==> config.mk <==
export PLATFORM = sky130hd
export DESIGN_NAME = gns_ctrl
export DESIGN_NICKNAME = d
export VERILOG_FILES = /design/src/sv/gns_pkg.sv /design/src/sv/gns_ctrl.sv
export SDC_FILE = /design/constraint.sdc
export NUM_CORES = 1
export LEC_CHECK = 0
export ABC_AREA = 1
export CAP_MARGIN = 10
export CORE_AREA = 2 2 39 41
export DETAILED_ROUTE_END_ITERATION = 10
export DIE_AREA = 0 0 41 43
export DONT_BUFFER_PORTS = 1
export GPL_ROUTABILITY_DRIVEN = 1
export SLEW_MARGIN = 10
export SYNTH_ARGS = -nofsm -noshare
export SYNTH_HDL_FRONTEND = slang
export SYNTH_SLANG_ARGS = --single-unit
export TNS_END_PERCENT = 20
==> constraint.sdc <==
create_clock -name clk -period 1.7 [get_ports clk]
set_input_delay 0.17 -clock clk [delete_from_list [all_inputs] [get_ports clk]]
set_output_delay 0.17 -clock clk [all_outputs]
set_load 0.1 [all_outputs]
==> src/sv/gns_pkg.sv <==
package gns_pkg;

    // Grid dimensions and cell width of the store.
    localparam int MAX_WIDTH  = 64;
    localparam int MAX_HEIGHT = 64;
    localparam int VALUE_BITS = 16;

    localparam int STORE_DEPTH = MAX_WIDTH * MAX_HEIGHT;
    localparam int COL_BITS   = (MAX_WIDTH > 1) ? $clog2(MAX_WIDTH) : 1;
    localparam int ROW_BITS   = (MAX_HEIGHT > 1) ? $clog2(MAX_HEIGHT) : 1;
    localparam int ADDR_BITS  = (STORE_DEPTH > 1) ? $clog2(STORE_DEPTH) : 1;

    // Nine cells summed need four bits of headroom.
    localparam int ACC_BITS   = VALUE_BITS + 4;

    // Fixed port widths.
    localparam int CFG_BITS       = 7;
    localparam int CFG_INDEX_BITS = 1;
    localparam int COORD_BITS     = 6;
    localparam int IN_VALUE_BITS  = 16;
    localparam int SUM_BITS       = 20;

    localparam logic [63:0] SUM_MAX = (64'd1 << SUM_BITS) - 64'd1;

    // Configuration register indexes.
    localparam logic [CFG_INDEX_BITS-1:0] REG_GRID_WIDTH  = 1'b0;
    localparam logic [CFG_INDEX_BITS-1:0] REG_GRID_HEIGHT = 1'b1;

    localparam logic [CFG_BITS-1:0] GRID_WIDTH_RESET  = 7'd64;
    localparam logic [CFG_BITS-1:0] GRID_HEIGHT_RESET = 7'd64;

    // Transaction kinds.
    localparam logic ACT_WRITE = 1'b0;
    localparam logic ACT_QUERY = 1'b1;

    // Offset of a neighbour from the centre along one axis.
    typedef enum logic [1:0] {
        OFS_MINUS = 2'd0,
        OFS_ZERO  = 2'd1,
        OFS_PLUS  = 2'd2
    } ofs_t;

    // Commands from the controller to the datapath.
    typedef struct packed {
        logic clear_en;
        logic write_en;
        logic query_start;
        logic read_en;
        ofs_t col_ofs;
        ofs_t row_ofs;
        logic finish;
    } gns_cmd_t;

    // Status from the datapath to the controller.
    typedef struct packed {
        logic clear_last;
    } gns_status_t;

    // Last index in use along one axis: zero counts as one, and a span
    // above the limit counts as the limit.
    function automatic int span_last(logic [CFG_BITS-1:0] span, int limit);
        int res;
        if (span == '0)
            res = 0;
        else if (int'(span) > limit)
            res = limit - 1;
        else
            res = int'(span) - 1;
        return res;
    endfunction

    // Neighbour position along one axis, clamped to the grid in use.
    function automatic int step_clamp(int pos, ofs_t ofs, int last);
        int res;
        unique case (ofs)
            OFS_MINUS: res = (pos == 0) ? 0 : pos - 1;
            OFS_PLUS:  res = (pos >= last) ? last : pos + 1;
            default:   res = pos;
        endcase
        return res;
    endfunction

    // Offset sequence minus, zero, plus, then round again.
    function automatic ofs_t next_ofs(ofs_t ofs);
        ofs_t res;
        unique case (ofs)
            OFS_MINUS: res = OFS_ZERO;
            OFS_ZERO:  res = OFS_PLUS;
            default:   res = OFS_MINUS;
        endcase
        return res;
    endfunction

endpackage

==> src/sv/gns_ctrl.sv <==
module gns_ctrl (
    input  logic                 clk,
    input  logic                 rst_n,
    input  logic                 start,
    input  logic                 action,
    input  gns_pkg::gns_status_t status,
    output gns_pkg::gns_cmd_t    cmd,
    output logic                 busy
);
    import gns_pkg::*;

    typedef enum logic [3:0] {
        S_CLEAR = 4'b0001,
        S_IDLE  = 4'b0010,
        S_READ  = 4'b0100,
        S_DRAIN = 4'b1000
    } state_t;

    state_t state_reg, state_next;
    ofs_t   col_ofs_reg, col_ofs_next;
    ofs_t   row_ofs_reg, row_ofs_next;
    logic   accept;
    logic   last_tap;

    assign accept   = start && (state_reg == S_IDLE);
    assign last_tap = (col_ofs_reg == OFS_PLUS) && (row_ofs_reg == OFS_PLUS);

    always_comb
    begin
        state_next   = state_reg;
        col_ofs_next = col_ofs_reg;
        row_ofs_next = row_ofs_reg;
        unique case (state_reg)
            S_CLEAR:
            begin
                if (status.clear_last)
                    state_next = S_IDLE;
            end
            S_IDLE:
            begin
                col_ofs_next = OFS_MINUS;
                row_ofs_next = OFS_MINUS;
                if (accept && (action == ACT_QUERY))
                    state_next = S_READ;
            end
            S_READ:
            begin
                col_ofs_next = next_ofs(col_ofs_reg);
                if (col_ofs_reg == OFS_PLUS)
                    row_ofs_next = next_ofs(row_ofs_reg);
                if (last_tap)
                    state_next = S_DRAIN;
            end
            S_DRAIN:
            begin
                state_next = S_IDLE;
            end
            default:
            begin
                state_next = S_CLEAR;
            end
        endcase
    end

    always_ff @(posedge clk or negedge rst_n)
    begin
        if (!rst_n)
        begin
            state_reg   <= S_CLEAR;
            col_ofs_reg <= OFS_MINUS;
            row_ofs_reg <= OFS_MINUS;
        end
        else
        begin
            state_reg   <= state_next;
            col_ofs_reg <= col_ofs_next;
            row_ofs_reg <= row_ofs_next;
        end
    end

    always_comb
    begin
        cmd.clear_en    = (state_reg == S_CLEAR);
        cmd.write_en    = accept && (action == ACT_WRITE);
        cmd.query_start = accept && (action == ACT_QUERY);
        cmd.read_en     = (state_reg == S_READ);
        cmd.col_ofs     = col_ofs_reg;
        cmd.row_ofs     = row_ofs_reg;
        cmd.finish      = (state_reg == S_DRAIN);
    end

    assign busy = (state_reg != S_IDLE);

endmodule

Word level (Yosys, flattened, before mapping)
Cells that the tools add are included.
- logic and storage cells: 35
- register bits after elaboration: 8
- output and inout port bits: 10
- bitwise gates (word level): 1
- equality and inequality tests: 13
- mux-type cells: 9
- reductions and logical operators: 9
- operators by type and width (operator ; count):
    $pmux W2 S2 ; 4
    $pmux W4 S4 ; 1
    $mux W4 ; 3
    $eq A2 B1 Y1 const B ; 2
    $eq A2 B2 Y1 const B ; 2
    $eq A4 B1 Y1 const B ; 1
    $eq A4 B2 Y1 const B ; 1
    $eq A4 B3 Y1 const B ; 1
    $eq A4 B4 Y1 const B ; 1
    $logic_and A1 B1 Y1 ; 4
    $logic_not A2 Y1 ; 2
    $ne A2 B1 Y1 const B ; 2
    $ne A2 B2 Y1 const B ; 2
    $ne A4 B2 Y1 const B ; 1
    $reduce_and A3 Y1 ; 1
    $mux W2 ; 1
    $reduce_and A2 Y1 ; 1
    $reduce_bool A2 Y1 ; 1
    $not A1 Y1 ; 1

Longest topological paths before layout
- depth after elaboration: 5
- gate-level depth with buffers: 7
- depth with buffers taken out: 7

Least setup slack after synthesis
No wires, ideal clock.
- path kind: register -> output
- from: register state_reg[3]
- to: output cmd[7] (netlist bit)
- data arrival time: 3276 ps
- buffers on the path: 0
- cell stages (with the launch flop): 4
- required time: 1530 ps
- setup slack: -1746 ps
- cells stage by stage: dfrtp_1 nor2_1 nand3_2 nor3_1
- RTL lines (item ; RTL line ; RTL):
    start, declared ; gns_ctrl.sv:19 ; state_t state_reg, state_next;
    start signal, assigned ; gns_ctrl.sv:75 ; state_reg <= state_next;
    end, declared ; gns_ctrl.sv:7 ; output gns_pkg::gns_cmd_t cmd,

==> results_dict.tcl <==
set metrics [dict create \
    synth-xor-area-share 0 \
    nets 86 \
    setup_violations 0 \
    crit_chain "inv_1 > nand2_2 > nor2_1 > nand3_1 > inv_1 > buf_12" \
    fin_crit_sh 0.918 \
    cts_tree "built" \
    diodes 0 \
    globalplace.congestion 0.750 \
    cpPeakStageDelay_ns 0.42 \
    crit_type "register to output pin" \
    ys_seq_area_frac 0.421 \
    synth_ff_type "dfrtp_1" \
    syn2layout_area_growth_pct 35.6 \
    slowest_stage "dfrtp_1" \
    route.vias.total 448 \
    clk_pin_slew_ns 0.06 \
    clock-sinks 8 \
    final_design_area_no_fill_um2 648 \
    synth_cells 66 \
    dp_hpwl_um 826 \
    p_per_area_mw_per_mm2 1950 \
    finalHoldViolations 0 \
    worstRegToRegCells 6 \
    grt-ovfl-total 0 \
    yosysTopAreaCellShare 0.366 \
    rsz0062_at_grt "false" \
    coreArea_mm2 0.00138 \
    htreeDepth 1 \
    path_buf_inv 3 \
    syn_area_per_cell_um2 7.24 \
    crit_cells 6 \
    start_kind "register" \
    skew_ns 0.00804 \
    drc 0 \
    cts_max_path_buffers 2 \
    end_kind "output pin" \
    drt_wl_total_um 972 \
    grt_antenna_before_repair 0 \
    finalCriticalPeriod_ns 1.56 \
    viasPerCell 4.67 \
    cts_root_buf "clkbuf_4" \
    cp_max_fo 4 \
    r2r_slack_ns 0.56 \
    crit_start "state_reg[2]$_DFFE_PN0P_" \
    max_slew_margin 0.757 \
    ys_warn_count 0 \
    rows 14 \
    reg2reg_to "state_reg[3]$_DFFE_PN0P_" \
    port-buffer-count 0 \
    path_delay_family "flip-flops" \
    synthAdderAreaFrac 0 \
    max_slew.worst_pin.slew_ns 0.364 \
    yosys-mux-area-fraction 0 \
    hold_class "input port to register" \
    die_w_um 41 \
    drive_above_1_share 0.363 \
    placed_cells 91 \
    grt_first_pass_wirelength_um 1650 \
    netlist_area_um2 478 \
    ys_types 15 \
    ir_worst_vdd_uv 974 \
    synth_seq_cells 8 \
    place_area_um2 612 \
    die-area_mm2 0.00176 \
    initial_core_util 0.345 \
    synth_area_leaders "dfrtp_1 37%, nand2_1 11%, inv_1 7.9%" \
    critPathArrivalTime_ns 1.39 \
    crit_end "cmd[6]" \
    final_cell_count_no_fill 96 \
    synthSimpleGateAreaFrac 0.429 \
    synthesis.nets 71 \
    regToRegStartpoint "state_reg[1]$_DFFE_PN0P_" \
    p_leak_nw 0.336 \
    grt_max_degree 9 \
    die_h_um 43 \
    worst_path_most_repeated_cell "inv_1" \
    fmax_mhz 641 \
    synthArstFlopShare 1.00 \
    synth-edff-count 0 \
    synth_compound_area_frac 0.0471 \
    largest_reg_flops 4 \
    numCtsBuffers 3 \
    report.final.slew_viol_count 0 \
    ys_top_cells_by_count "14 x nand2_1, 10 x inv_1, 8 x nor2_1" \
    crit_required_ns 1.53 \
    yosys.area.top_type "dfrtp_1" \
    routedWlPerCell_um 10.1 \
    status "finished clean" \
    grt_pass1_vias 434 \
    maxCapViolCount 0 \
    cts_resized 0 \
    num_io_pins 15 \
    dr.pass1.iters 4 \
    synthMostInstantiatedCell "nand2_1" \
    grtUsageTotal 0.144 \
    synth_top_family_by_area "simple AND/OR/NAND/NOR gates" \
    initialDrtViolationCount 2 \
    clock_latency_ns 0.26 \
    final_antenna_net_count 0 \
]
area by class of cell:
type / instances / area [um^2]
Inverter: 11 / 41.3
Sequential cell: 8 / 201
Tap cell: 16 / 20.0
Timing Repair Buffer: 11 / 110
Fill cell: 137 / 736
Clock buffer: 4 / 26.3
Multi-Input combinational cell: 46 / 249
per-stage QoR:
stage          setup slack, ns  setup TNS, ns  hold slack (ns)  utilization  power (W)
2_1_floorplan           -0.253         -0.563           -0.126            -   0.000960
3_3_place_gp             0.410              0           -0.125        0.442    0.00111
3_5_place_dp             0.414              0           -0.125        0.442    0.00111
4_1_cts                  0.128              0           0.0631        0.468    0.00128
5_1_grt                 0.0165              0           0.0772        0.468    0.00135
6_report                 0.140              0           0.0712        0.468    0.00126
routing by layer:
metal	share of wire	vias to the layer above	GRT usage
li1	-	231	-
met1	0.41	200	0.162
met2	0.52	15	0.234
met3	0.049	2	0.0314
met4	0.015	0	0.0800
met5	0	-	0
power by group:
part           switching, W  internal, W
sequential        0.0000510     0.000252
clock             0.0000683    0.0000900
combinational      0.000622     0.000182
how the worst min path moves through the flow:
stage	endpoint	cells past startpoint	start	slack, ns
finish	state_reg[2]$_DFFE_PN0P_	2	action	0.07
global route	state_reg[2]$_DFFE_PN0P_	2	action	0.08
CTS	state_reg[2]$_DFFE_PN0P_	2	action	0.06
detailed placement	row_ofs_reg[1]$_DFFE_PN0P_	0	rst_n	-0.13
global placement	row_ofs_reg[0]$_DFFE_PN0P_	0	rst_n	-0.13
floorplan	col_ofs_reg[0]$_DFFE_PN0P_	0	rst_n	-0.13
cells in the final DEF (no fill, tap or decap), drive strengths merged:
| cell type | synthesis | routed |
|---|---|---|
| dlygate4sd3 | 0 | 1 |
| dfstp | 1 | 1 |
| inv | 11 | 11 |
| buf | 1 | 10 |
| nor2 | 12 | 12 |
| nor3 | 1 | 1 |
| o21ai | 3 | 3 |
| nand2 | 20 | 20 |
| o31ai | 1 | 1 |
| dfrtp | 7 | 7 |
| clkbuf | 0 | 4 |
| nand3 | 9 | 9 |
cell families after synthesis:
group | after synthesis
simple gates | 42
flops | 8
buf+inv | 12
compound gates | 4
repair_timing:
action                                 4_1_cts  5_1_grt
setup buffers                                0        0
endpoints found under the hold margin        8        0
hold buffers                                 1        0
worst register-to-register path: stages, from the launching register on:
cell and delay (ns):
dfrtp_1 0.43, inv_1 0.10, nand2_2 0.07, nor2_2 0.19, nand2_2 0.09, nand3_1 0.10, nor2_1 0.04
Note: power is estimated with default switching activity, not from simulation.
